===== src/design/assert_macros.svh =====
// Assertion macros used by the packer controller.
`ifndef ASSERT_MACROS_SVH
`define ASSERT_MACROS_SVH

// Clocked assertion, disabled while reset is applied.
`define PDDP_ASSERT(lbl, prop, msg) \
	lbl: assert property (@(posedge clk) disable iff (!arst_n) prop) else $error(msg);

// Implication form: antecedent implies consequent in the same cycle.
`define PDDP_ASSERT_IMP(lbl, ante, cons, msg) \
	lbl: assert property (@(posedge clk) disable iff (!arst_n) (ante) |-> (cons)) \
		else $error(msg);

`endif


===== src/design/pddp_pkg.sv =====
// Package: constants, codes and types of the process data datagram packer.
package pddp_pkg;

	localparam int MAX_PAYLOAD = 1486;
	localparam int SEEN_DEPTH  = 64;
	localparam int SEEN_AW     = $clog2(SEEN_DEPTH);
	localparam int SEEN_CW     = $clog2(SEEN_DEPTH + 1);
	localparam int USED_W      = 7;
	localparam int PAIR_W      = 17;

	localparam logic [USED_W-1:0] USED_MAX = {USED_W{1'b1}};

	// Result kinds
	localparam logic KIND_ENTRY  = 1'b0;
	localparam logic KIND_RECORD = 1'b1;

	// Datagram types
	localparam logic [1:0] DG_READ  = 2'd0;
	localparam logic [1:0] DG_WRITE = 2'd1;
	localparam logic [1:0] DG_RW    = 2'd2;

	typedef struct packed {
		logic        result_kind;
		logic [31:0] rebased_logical;
		logic [31:0] rebased_domain;
		logic [31:0] datagram_address;
		logic [10:0] datagram_bytes;
		logic [1:0]  datagram_type;
		logic [15:0] expected_count;
		logic        oversize;
		logic        last_result;
	} res_t;

	// Controller to datapath commands
	typedef struct packed {
		logic load_in;
		logic srch_clr;
		logic srch_step;
		logic rec;
		logic rec_last;
		logic close;
		logic count;
		logic finish;
	} cmd_t;

	// Datapath to controller status
	typedef struct packed {
		logic split;
		logic flush;
		logic last;
		logic srch_done;
	} sts_t;

endpackage


===== src/design/pddp_ifs.sv =====
// Channel interfaces: mapping entries in, result items out.
interface pddp_entry_if;
	logic        valid;
	logic        ready;
	logic [15:0] slave_config_id;
	logic        direction;
	logic [10:0] transfer_size;
	logic [31:0] log_offset;
	logic [31:0] domain_offset;
	logic        last_entry;

	modport source (output valid, slave_config_id, direction, transfer_size,
		log_offset, domain_offset, last_entry, input ready);
	modport sink (input valid, slave_config_id, direction, transfer_size,
		log_offset, domain_offset, last_entry, output ready);
endinterface

interface pddp_result_if;
	logic        valid;
	logic        ready;
	logic        result_kind;
	logic [31:0] rebased_logical;
	logic [31:0] rebased_domain;
	logic [31:0] datagram_address;
	logic [10:0] datagram_bytes;
	logic [1:0]  datagram_type;
	logic [15:0] expected_count;
	logic        oversize;
	logic        last_result;

	modport source (output valid, result_kind, rebased_logical, rebased_domain,
		datagram_address, datagram_bytes, datagram_type, expected_count, oversize,
		last_result, input ready);
	modport sink (input valid, result_kind, rebased_logical, rebased_domain,
		datagram_address, datagram_bytes, datagram_type, expected_count, oversize,
		last_result, output ready);
endinterface


===== src/design/pddp_datapath.sv =====
// Datapath: open datagram state, pair table search, output register.
module pddp_datapath (
	input  logic             clk,
	input  logic             arst_n,
	input  logic             cfg_wr_en,
	input  logic [31:0]      cfg_wr_data,
	input  logic [15:0]      slave_config_id,
	input  logic             direction,
	input  logic [10:0]      transfer_size,
	input  logic [31:0]      log_offset,
	input  logic [31:0]      domain_offset,
	input  logic             last_entry,
	input  pddp_pkg::cmd_t   cmd,
	output pddp_pkg::sts_t   sts,
	output pddp_pkg::res_t   res
);
	import pddp_pkg::*;

	logic [31:0]         base_q;
	logic [31:0]         open_off_q;
	logic [10:0]         open_size_q;
	logic [USED_W-1:0]   out_used_q;
	logic [USED_W-1:0]   in_used_q;
	logic [15:0]         exp_q;
	logic [SEEN_CW-1:0]  seen_cnt_q;
	logic [PAIR_W-1:0]   pair_q;
	logic [10:0]         new_size_q;
	logic                split_q;
	logic                flush_q;
	logic                last_q;
	logic [SEEN_CW-1:0]  idx_q;
	logic                pend_s1;
	logic [PAIR_W-1:0]   rd_s1;
	res_t                res_q;

	logic [PAIR_W-1:0]   seen_mem [SEEN_DEPTH];

	logic [11:0]         sum_w;
	logic                split_w;
	logic [10:0]         new_size_w;
	logic                flush_w;
	logic                more_w;
	logic                hit_w;
	logic                store_w;
	logic [8:0]          add_w;
	logic [1:0]          type_w;
	logic [15:0]         exp_new_w;

	// Split decision for the incoming entry
	assign sum_w      = {1'b0, open_size_q} + {1'b0, transfer_size};
	assign split_w    = (open_size_q != 11'd0) && (sum_w > 12'(MAX_PAYLOAD));
	assign new_size_w = split_w ? transfer_size : sum_w[10:0];
	assign flush_w    = last_entry && (new_size_w != 11'd0);

	// Table walk status
	assign more_w  = idx_q < seen_cnt_q;
	assign hit_w   = pend_s1 && (rd_s1 == pair_q);
	assign store_w = cmd.count && !hit_w && (seen_cnt_q < SEEN_CW'(SEEN_DEPTH));

	// Record type and counter increment
	always_comb begin
		if (out_used_q != '0 && in_used_q != '0) begin
			type_w = DG_RW;
			add_w  = {1'b0, out_used_q, 1'b0} + {2'b0, in_used_q};
		end else if (out_used_q != '0) begin
			type_w = DG_WRITE;
			add_w  = {2'b0, out_used_q};
		end else begin
			type_w = DG_READ;
			add_w  = {2'b0, in_used_q};
		end
	end
	assign exp_new_w = exp_q + {7'b0, add_w};

	// Configuration register
	always_ff @(posedge clk or negedge arst_n) begin
		if (!arst_n) begin
			base_q <= '0;
		end else if (cfg_wr_en) begin
			base_q <= cfg_wr_data;
		end
	end

	// Latched entry
	always_ff @(posedge clk) begin
		if (cmd.load_in) begin
			pair_q     <= {slave_config_id, direction};
			new_size_q <= new_size_w;
			split_q    <= split_w;
			flush_q    <= flush_w;
			last_q     <= last_entry;
		end
	end

	// Open datagram state
	always_ff @(posedge clk or negedge arst_n) begin
		if (!arst_n) begin
			open_off_q  <= '0;
			open_size_q <= '0;
			out_used_q  <= '0;
			in_used_q   <= '0;
			exp_q       <= '0;
			seen_cnt_q  <= '0;
		end else if (cmd.finish) begin
			open_off_q  <= '0;
			open_size_q <= '0;
			out_used_q  <= '0;
			in_used_q   <= '0;
			exp_q       <= '0;
			seen_cnt_q  <= '0;
		end else begin
			if (cmd.rec) begin
				exp_q <= exp_new_w;
			end
			if (cmd.close) begin
				open_off_q  <= open_off_q + {21'b0, open_size_q};
				open_size_q <= '0;
				out_used_q  <= '0;
				in_used_q   <= '0;
				seen_cnt_q  <= '0;
			end else if (cmd.count) begin
				open_size_q <= new_size_q;
				if (store_w) begin
					seen_cnt_q <= seen_cnt_q + SEEN_CW'(1);
				end
				if (!hit_w) begin
					if (pair_q[0]) begin
						if (in_used_q != USED_MAX) in_used_q <= in_used_q + USED_W'(1);
					end else begin
						if (out_used_q != USED_MAX) out_used_q <= out_used_q + USED_W'(1);
					end
				end
			end
		end
	end

	// Table walk: one read issued per step, compared against the pair in the next cycle
	always_ff @(posedge clk or negedge arst_n) begin
		if (!arst_n) begin
			idx_q   <= '0;
			pend_s1 <= 1'b0;
		end else if (cmd.srch_clr) begin
			idx_q   <= '0;
			pend_s1 <= 1'b0;
		end else if (cmd.srch_step) begin
			pend_s1 <= more_w;
			idx_q   <= idx_q + SEEN_CW'(more_w);
		end
	end

	// Pair table memory
	always_ff @(posedge clk) begin
		if (store_w) begin
			seen_mem[seen_cnt_q[SEEN_AW-1:0]] <= pair_q;
		end
		if (cmd.srch_step) begin
			rd_s1 <= seen_mem[idx_q[SEEN_AW-1:0]];
		end
	end

	// Output register
	always_ff @(posedge clk) begin
		if (cmd.load_in) begin
			res_q.result_kind      <= KIND_ENTRY;
			res_q.rebased_logical  <= log_offset + base_q;
			res_q.rebased_domain   <= domain_offset + base_q;
			res_q.datagram_address <= '0;
			res_q.datagram_bytes   <= '0;
			res_q.datagram_type    <= DG_READ;
			res_q.expected_count   <= '0;
			res_q.oversize         <= transfer_size > 11'(MAX_PAYLOAD);
			res_q.last_result      <= !split_w && !flush_w;
		end else if (cmd.rec) begin
			res_q.result_kind      <= KIND_RECORD;
			res_q.rebased_logical  <= '0;
			res_q.rebased_domain   <= '0;
			res_q.datagram_address <= base_q + open_off_q;
			res_q.datagram_bytes   <= open_size_q;
			res_q.datagram_type    <= type_w;
			res_q.expected_count   <= exp_new_w;
			res_q.oversize         <= 1'b0;
			res_q.last_result      <= cmd.rec_last;
		end
	end

	assign res = res_q;

	assign sts.split     = split_q;
	assign sts.flush     = flush_q;
	assign sts.last      = last_q;
	assign sts.srch_done = hit_w || (!pend_s1 && !more_w);

endmodule


===== src/design/pddp_ctrl.sv =====
// Controller: sequences entry result, split record, table walk, count and flush.
`include "assert_macros.svh"

module pddp_ctrl (
	input  logic             clk,
	input  logic             arst_n,
	input  logic             in_valid,
	output logic             in_ready,
	output logic             out_valid,
	input  logic             out_ready,
	input  pddp_pkg::sts_t   sts,
	output pddp_pkg::cmd_t   cmd
);
	import pddp_pkg::*;

	localparam logic [2:0] S_IDLE   = 3'd0;
	localparam logic [2:0] S_WAIT_E = 3'd1;
	localparam logic [2:0] S_SPLIT  = 3'd2;
	localparam logic [2:0] S_WAIT_S = 3'd3;
	localparam logic [2:0] S_SEARCH = 3'd4;
	localparam logic [2:0] S_COUNT  = 3'd5;
	localparam logic [2:0] S_FLUSH  = 3'd6;
	localparam logic [2:0] S_WAIT_F = 3'd7;

	logic [2:0] state_q;
	logic [2:0] state_nx;
	logic       out_valid_q;
	logic       out_xfer;

	assign in_ready  = (state_q == S_IDLE);
	assign out_valid = out_valid_q;
	assign out_xfer  = out_valid_q && out_ready;

	// Next state and commands
	always_comb begin
		state_nx = state_q;
		cmd      = '0;
		case (state_q)
			S_IDLE: begin
				if (in_valid) begin
					cmd.load_in = 1'b1;
					state_nx    = S_WAIT_E;
				end
			end
			S_WAIT_E: begin
				if (out_xfer) begin
					cmd.srch_clr = 1'b1;
					state_nx     = sts.split ? S_SPLIT : S_SEARCH;
				end
			end
			S_SPLIT: begin
				cmd.rec      = 1'b1;
				cmd.rec_last = !sts.flush;
				cmd.close    = 1'b1;
				state_nx     = S_WAIT_S;
			end
			S_WAIT_S: begin
				if (out_xfer) begin
					cmd.srch_clr = 1'b1;
					state_nx     = S_SEARCH;
				end
			end
			S_SEARCH: begin
				if (sts.srch_done) begin
					state_nx = S_COUNT;
				end else begin
					cmd.srch_step = 1'b1;
				end
			end
			S_COUNT: begin
				cmd.count = 1'b1;
				if (sts.flush) begin
					state_nx = S_FLUSH;
				end else begin
					cmd.finish = sts.last;
					state_nx   = S_IDLE;
				end
			end
			S_FLUSH: begin
				cmd.rec      = 1'b1;
				cmd.rec_last = 1'b1;
				cmd.finish   = 1'b1;
				state_nx     = S_WAIT_F;
			end
			S_WAIT_F: begin
				if (out_xfer) begin
					state_nx = S_IDLE;
				end
			end
			default: begin
				state_nx = S_IDLE;
			end
		endcase
	end

	// State and output valid
	always_ff @(posedge clk or negedge arst_n) begin
		if (!arst_n) begin
			state_q     <= S_IDLE;
			out_valid_q <= 1'b0;
		end else begin
			state_q <= state_nx;
			if (cmd.load_in || cmd.rec) begin
				out_valid_q <= 1'b1;
			end else if (out_xfer) begin
				out_valid_q <= 1'b0;
			end
		end
	end

	`PDDP_ASSERT_IMP(a_valid_in_wait, out_valid_q, (state_q == S_WAIT_E || state_q == S_WAIT_S || state_q == S_WAIT_F), "result valid outside a wait state")
	`PDDP_ASSERT_IMP(a_split_after_entry, state_q == S_SPLIT, $past(state_q) == S_WAIT_E, "split record not after entry result")
	`PDDP_ASSERT(a_no_overlap, !(in_ready && out_valid_q), "entry taken while a result is pending")

endmodule


===== src/design/process_data_datagram_packer.sv =====
// Top level of the process data datagram packer.
//
//  channel   | dir | handshake      | payload
//  entry     | in  | valid/ready    | one mapping entry
//  result    | out | valid/ready    | rebased entry or closed datagram record
//  cfg       | in  | cfg_wr_en      | base offset of the domain
//
// One entry at a time: 1 to 3 result transfers plus a walk of the pair table over its
// seen_count stored pairs (seen_count as left after any split).
// The table walk reads one stored pair per cycle from one port.
// Reset clears all control state; the pair table needs no clearing.
// A stalled result holds the block until it is taken.
module process_data_datagram_packer (
	input  logic                clk,
	input  logic                arst_n,
	input  logic                cfg_wr_en,
	input  logic [31:0]         cfg_wr_data,
	pddp_entry_if.sink          entry,
	pddp_result_if.source       result
);
	import pddp_pkg::*;

	cmd_t cmd;
	sts_t sts;
	res_t res;

	pddp_ctrl u_ctrl (
		.clk       (clk),
		.arst_n    (arst_n),
		.in_valid  (entry.valid),
		.in_ready  (entry.ready),
		.out_valid (result.valid),
		.out_ready (result.ready),
		.sts       (sts),
		.cmd       (cmd)
	);

	pddp_datapath u_dp (
		.clk             (clk),
		.arst_n          (arst_n),
		.cfg_wr_en       (cfg_wr_en),
		.cfg_wr_data     (cfg_wr_data),
		.slave_config_id (entry.slave_config_id),
		.direction       (entry.direction),
		.transfer_size   (entry.transfer_size),
		.log_offset      (entry.log_offset),
		.domain_offset   (entry.domain_offset),
		.last_entry      (entry.last_entry),
		.cmd             (cmd),
		.sts             (sts),
		.res             (res)
	);

	assign result.result_kind      = res.result_kind;
	assign result.rebased_logical  = res.rebased_logical;
	assign result.rebased_domain   = res.rebased_domain;
	assign result.datagram_address = res.datagram_address;
	assign result.datagram_bytes   = res.datagram_bytes;
	assign result.datagram_type    = res.datagram_type;
	assign result.expected_count   = res.expected_count;
	assign result.oversize         = res.oversize;
	assign result.last_result      = res.last_result;

endmodule


===== src/flat_wrapper.sv =====
// flat-port wrapper written by rule: the top's interface ports become plain ports
module process_data_datagram_packer_flat import pddp_pkg::*;
  (clk, arst_n, cfg_wr_en, cfg_wr_data, entry_valid, entry_slave_config_id, entry_direction, entry_transfer_size, entry_log_offset, entry_domain_offset, entry_last_entry, entry_ready, result_valid, result_result_kind, result_rebased_logical, result_rebased_domain, result_datagram_address, result_datagram_bytes, result_datagram_type, result_expected_count, result_oversize, result_last_result, result_ready);
  pddp_entry_if entry_i ();
  pddp_result_if result_i ();
  input  logic clk;
  input  logic arst_n;
  input  logic cfg_wr_en;
  input  logic [31:0] cfg_wr_data;
  input wire logic [$bits(entry_i.valid)-1:0] entry_valid;
  input wire logic [$bits(entry_i.slave_config_id)-1:0] entry_slave_config_id;
  input wire logic [$bits(entry_i.direction)-1:0] entry_direction;
  input wire logic [$bits(entry_i.transfer_size)-1:0] entry_transfer_size;
  input wire logic [$bits(entry_i.log_offset)-1:0] entry_log_offset;
  input wire logic [$bits(entry_i.domain_offset)-1:0] entry_domain_offset;
  input wire logic [$bits(entry_i.last_entry)-1:0] entry_last_entry;
  output wire logic [$bits(entry_i.ready)-1:0] entry_ready;
  output wire logic [$bits(result_i.valid)-1:0] result_valid;
  output wire logic [$bits(result_i.result_kind)-1:0] result_result_kind;
  output wire logic [$bits(result_i.rebased_logical)-1:0] result_rebased_logical;
  output wire logic [$bits(result_i.rebased_domain)-1:0] result_rebased_domain;
  output wire logic [$bits(result_i.datagram_address)-1:0] result_datagram_address;
  output wire logic [$bits(result_i.datagram_bytes)-1:0] result_datagram_bytes;
  output wire logic [$bits(result_i.datagram_type)-1:0] result_datagram_type;
  output wire logic [$bits(result_i.expected_count)-1:0] result_expected_count;
  output wire logic [$bits(result_i.oversize)-1:0] result_oversize;
  output wire logic [$bits(result_i.last_result)-1:0] result_last_result;
  input wire logic [$bits(result_i.ready)-1:0] result_ready;
  assign entry_i.valid = entry_valid;
  assign entry_i.slave_config_id = entry_slave_config_id;
  assign entry_i.direction = entry_direction;
  assign entry_i.transfer_size = entry_transfer_size;
  assign entry_i.log_offset = entry_log_offset;
  assign entry_i.domain_offset = entry_domain_offset;
  assign entry_i.last_entry = entry_last_entry;
  assign entry_ready = entry_i.ready;
  assign result_valid = result_i.valid;
  assign result_result_kind = result_i.result_kind;
  assign result_rebased_logical = result_i.rebased_logical;
  assign result_rebased_domain = result_i.rebased_domain;
  assign result_datagram_address = result_i.datagram_address;
  assign result_datagram_bytes = result_i.datagram_bytes;
  assign result_datagram_type = result_i.datagram_type;
  assign result_expected_count = result_i.expected_count;
  assign result_oversize = result_i.oversize;
  assign result_last_result = result_i.last_result;
  assign result_i.ready = result_ready;
  process_data_datagram_packer u_core (.clk(clk), .arst_n(arst_n), .cfg_wr_en(cfg_wr_en), .cfg_wr_data(cfg_wr_data), .entry(entry_i), .result(result_i));
endmodule

===== config.mk =====
export PLATFORM = sky130hd
export DESIGN_NAME = process_data_datagram_packer_flat
export DESIGN_NICKNAME = d
export VERILOG_FILES = /design/src/design/pddp_pkg.sv /design/src/design/pddp_ifs.sv /design/src/design/pddp_datapath.sv /design/src/design/pddp_ctrl.sv /design/src/design/process_data_datagram_packer.sv /design/src/flat_wrapper.sv
export VERILOG_INCLUDE_DIRS = /design/src /design/src/design
export SDC_FILE = /design/constraint.sdc
export NUM_CORES = 2
export LEC_CHECK = 0
export ABC_CLOCK_PERIOD_IN_PS = 9200
export BUFFER_PORTS_ARGS = -buffer_cell sky130_fd_sc_hd__buf_2
export CORE_MARGIN = 10
export CORE_UTILIZATION = 65
export DETAILED_ROUTE_END_ITERATION = 8
export PLACE_DENSITY = 0.83
export SYNTH_ARGS = -nofsm -noshare
export SYNTH_HDL_FRONTEND = slang
export SYNTH_SLANG_ARGS = --single-unit

===== constraint.sdc =====
create_clock -name clk -period 9.2 [get_ports clk]
set_input_delay 1.84 -clock clk [delete_from_list [all_inputs] [get_ports clk]]
set_output_delay 1.84 -clock clk [all_outputs]
set_load 0.02 [all_outputs]

==> results.md <==
* Commonest non-fill, non-tap cell in the layout: edfxtp_1
* Number of global-route vias before repair at approximately 36000
* Syn avg cell area at 17.4 sq um
* WHS at 0.446 ns
* Setup repair after global routing missed its margin: no
* Tmin final at between 4 and 5 ns
* CP endpoint kind: flop
* Hold crit path type: reg -> reg
* Final Hold Vio Count at 0
* Sw Pwr at 6.02 mW
* Antenna violations before repair at 17
* Commonest cells after routing, fill and taps aside: edfxtp_1, mux4_2, buf_2, nor2_1, nand2_1
* Crit path launch type: flop
* Drt drc at 0
* Worst slew margin at 10.1%
* Mux cell area share after synthesis at approximately 15%
* Largest stage delay, worst path at roughly 0.55 ns
* Required time of the critical path at 9.79 ns
* WS Path Type: reg -> reg
* Status: complete, no violations
* Synth Flop Type: edfxtp_1
* Clk slew on worst S/H paths at around 0.06 ns
* Post-synth top area cell: edfxtp_1
* Nets at about 4100
* Sequential share of the synthesized area at between 60% and 70%
* Leak Pwr at ~23 nW
* DIE AREA at 0.104 sq mm
* Cells after Synth at 3413
* Distinct cells, synth at 86
* Post-synthesis compound-gate area fraction at under 10%
* Max Clk Rate at 219 MHz
* Async SR Flop Fraction at roughly 8.9%
* Post-CTS setup buffer count at 0
* Syn nets at between 3000 and 4000
* Simple-gate share of the synthesized area at between 5 and 6%
* First-pass DRT Iterations at 8
* Slew Limit Fails at 0
* Sw Share at 31.8%
* Post-route cell area at 0.0668 sq mm
* Worst-Skew Late Latency at roughly 0.75 ns
* Ys Warns at 0
* Post-Synth Adder-Cell Area at under 10%
* Routed Antenna Nets at 0
* Number of buffers created by CTS at roughly 140
* Global-route layer with the greatest usage: met2
* Max-cap violations at 0
* Mapped Area at between 0.05 and 0.06 sq mm
* Most frequent CP cell: a21oi_1
* Share of layout cells above drive strength 1 at a little over a quarter
* Clock power frac at between 20 and 30%
* Internal at roughly 13 mW
* Num rows at 110
* Via count at around 35000
* Largest family of logic cells by synthesized area: multiplexers
* I/O Buffers at ~260
* Met3 Track Usage GR at 7.43%
* Average vias per placed instance at around 7
* Final cell utilization of the core at ~74%
* RD Place Congestion at 0.919
* Reg-to-reg slack, setup at between 4 and 5 ns
* TritonCTS clock tree: done
* Largest net degree at the start of global routing at roughly 160
* Tcrit/Tclk final at 49.6%
* CP max-delay cell: a2111oi_2
* Setup TNS at 0 ns
* Endpoints failing setup at 0
* Area growth from synthesis to layout at 12.8%
* Die Ht at ~320 um
* DR WL/cell at roughly 32 um
* Total wire length at around 160 mm
* Combinational fraction of design power at between 20% and 30%
* Clock buffer depth at 3
* Hold-fix buffers, CTS at 0
* Gr ovfl total at 0
* Worst Tran Pin Value at around 1.3 ns
* Crit-path max FO at 13
* Yosys top cell area share at 60.9%
* Met1 usage at between 40% and 50%
* Post-DP HPWL at around 94 mm
* All-Layer GR Usage at 31.5%
* Core area at approximately 0.090 sq mm
* Layout fillers at around 5000
* Die X at between 300 and 400 um
* 1st-iter DRT viols at 5050
* Crit-path cells: inv_1 -> ha_1 -> nor4b_1 -> nand2_1 -> nor2_1 -> a21oi_1 -> a21oi_1 -> ha_1 -> a21o_1 -> a21oi_1 -> o21bai_1 -> a2111oi_2 -> o31ai_1 -> and3_1 -> nand3_1 -> xor2_1 -> o21ai_1
* XOR/XNOR share of the synthesized area at 2.16%
* Global-route wire length before repair at ~240 mm
* Post-synth EDFFs at roughly 1200
* GR Layer Usage met2 at about half
* Area contributors post-synth: edfxtp_1, mux4_2, dfrtp_1
* Pwr/cell area at approximately 280 mW/mm^2
* Skew final at ~0.026 ns
* Clock Tree Root: clkbuf_16
* Resized cells post-CTS at 0
* # H-tree levels at 4
* Initial Util at 65.7%
* Synthesized flop and latch total at approximately 1400
* IO Count at 260
* Clk sinks at around 1400
* Post-Place Cell Area at approximately 0.062 sq mm
* Power share of the sequential group at between 40% and 50%
* VDD IR max at approximately 380 uV
* Worst EP arrival at roughly 5.2 ns
## power by group through the flow
| stage | Sequential, mW | Combinational (mW) | Clock, mW |
|---|---|---|---|
| final | 7.85 | 5.60 | 5.48 |
| after floorplan | 8.01 | 3.65 | 0 |
| after global routing | 7.88 | 5.93 | 5.75 |
| after detailed placement | 7.95 | 5.43 | 0 |
| after global placement | 7.94 | 5.26 | 0 |
| after CTS | 7.84 | 5.55 | 5.52 |
## path summary, 6_finish.rpt
check / startpoint / depth (start not counted) / end
worst min-delay path: u_core.u_dp.res[9] / 2 / u_core.u_dp.res[9]
max in group asynchronous: arst_n / 2 / u_core.u_dp.in_used_q[1]
worst max-delay path: u_core.u_dp.in_used_q[0] / 17 / u_core.u_dp.res[17]
min in group asynchronous: arst_n / 1 / u_core.u_dp.base_q[25]
worst max register to register: u_core.u_dp.in_used_q[0] / 17 / u_core.u_dp.res[17]
worst min register to register: u_core.u_dp.res[9] / 2 / u_core.u_dp.res[9]
## per-layer routing
metal	wire length, um	vias to the layer above	share of wire (%)
li1	-	14400	-
met1	57300	17900	35
met2	79800	2589	49
met3	17500	522	11
met4	8290	6	5.1
met5	68	-	0.042
## synth_stat cells, drive strengths merged, types with 13 or more instances
| cell type | n |
|---|---|
| mux2i | 13 |
| dfxtp | 62 |
| nand4 | 18 |
| a22o | 19 |
| or3 | 18 |
| o21ai | 132 |
| nand2b | 13 |
| nand2 | 162 |
| a21o | 65 |
| o21bai | 16 |
| mux2 | 42 |
| and3 | 26 |
| mux4 | 357 |
| a211oi | 23 |
| nor2b | 21 |
| xor2 | 62 |
| dfrtp | 124 |
| ha | 143 |
| nor3 | 35 |
| a21oi | 112 |
| inv | 57 |
| xnor2 | 84 |
| clkbuf | 94 |
| nand3 | 71 |
| o21a | 15 |
| buf | 46 |
| edfxtp | 1202 |
| nor2 | 226 |
## registers in the layout, summed over array words and instances (netlist names)
signal / count
u_core.u_dp.exp_q: 16
u_core.u_dp.out_used_q: 7
u_core.u_dp.in_used_q: 7
u_core.u_dp.rd_s1: 17
u_core.u_dp.last_q: 1
u_core.u_dp.split_q: 1
u_core.u_dp.base_q: 32
u_core.u_dp.pair_q: 17
u_core.u_dp.res: 128
u_core.u_dp.seen_mem: 1088
u_core.u_dp.new_size_q: 11
u_core.u_dp.flush_q: 1
u_core.u_dp.pend_s1: 1
u_core.u_ctrl.out_valid: 1
u_core.u_dp.open_size_q: 11
u_core.u_dp.open_off_q: 32
u_core.u_dp.seen_cnt_q: 7
u_core.u_dp.idx_q: 7
u_core.u_ctrl.state_q: 3
## critical path: cells and delay by family (launching register included)
family | cells | cell delay (ns)
adder cells (fa/ha/maj) | 2 | 0.47
AND/OR/NAND/NOR | 5 | 1.46
buffers and inverters | 1 | 0.11
AO/OA/AOI/OAI | 8 | 1.81
XOR/XNOR | 1 | 0.17
flip-flops | 1 | 0.41
## through the flow
stage | power, mW | std cells | setup slack, ns
6_report | 18.9 | 5082 | 4.63
2_1_floorplan | 11.7 | 3413 | 4.76
3_3_place_gp | 13.2 | 4818 | 4.03
3_5_place_dp | 13.4 | 4818 | 4.00
4_1_cts | 18.9 | 5072 | 4.75
5_1_grt | 19.6 | 5079 | 4.34
## logic make-up after synthesis
family	Yosys count
adder cells (fa/ha/maj)	150
AO/OA/AOI/OAI	474
multiplexers	412
flip-flops	1388
buffers and inverters	197
XOR/XNOR	146
AND/OR/NAND/NOR	646
## final cells by class
type                            count  area, sq um  share of cell area (%)
Antenna cell                       10         25.0                  0.0374
Clock buffer                      179         3760                    5.63
Clock inverter                     75          602                   0.900
Inverter                           57          216                   0.324
Multi-Input combinational cell   1828        18200                    27.2
Sequential cell                  1388        40500                    60.5
Tap cell                         1176         1470                    2.20
Timing Repair Buffer              369         2170                    3.24
No activity file was read; power rests on OpenSTA's default activity.
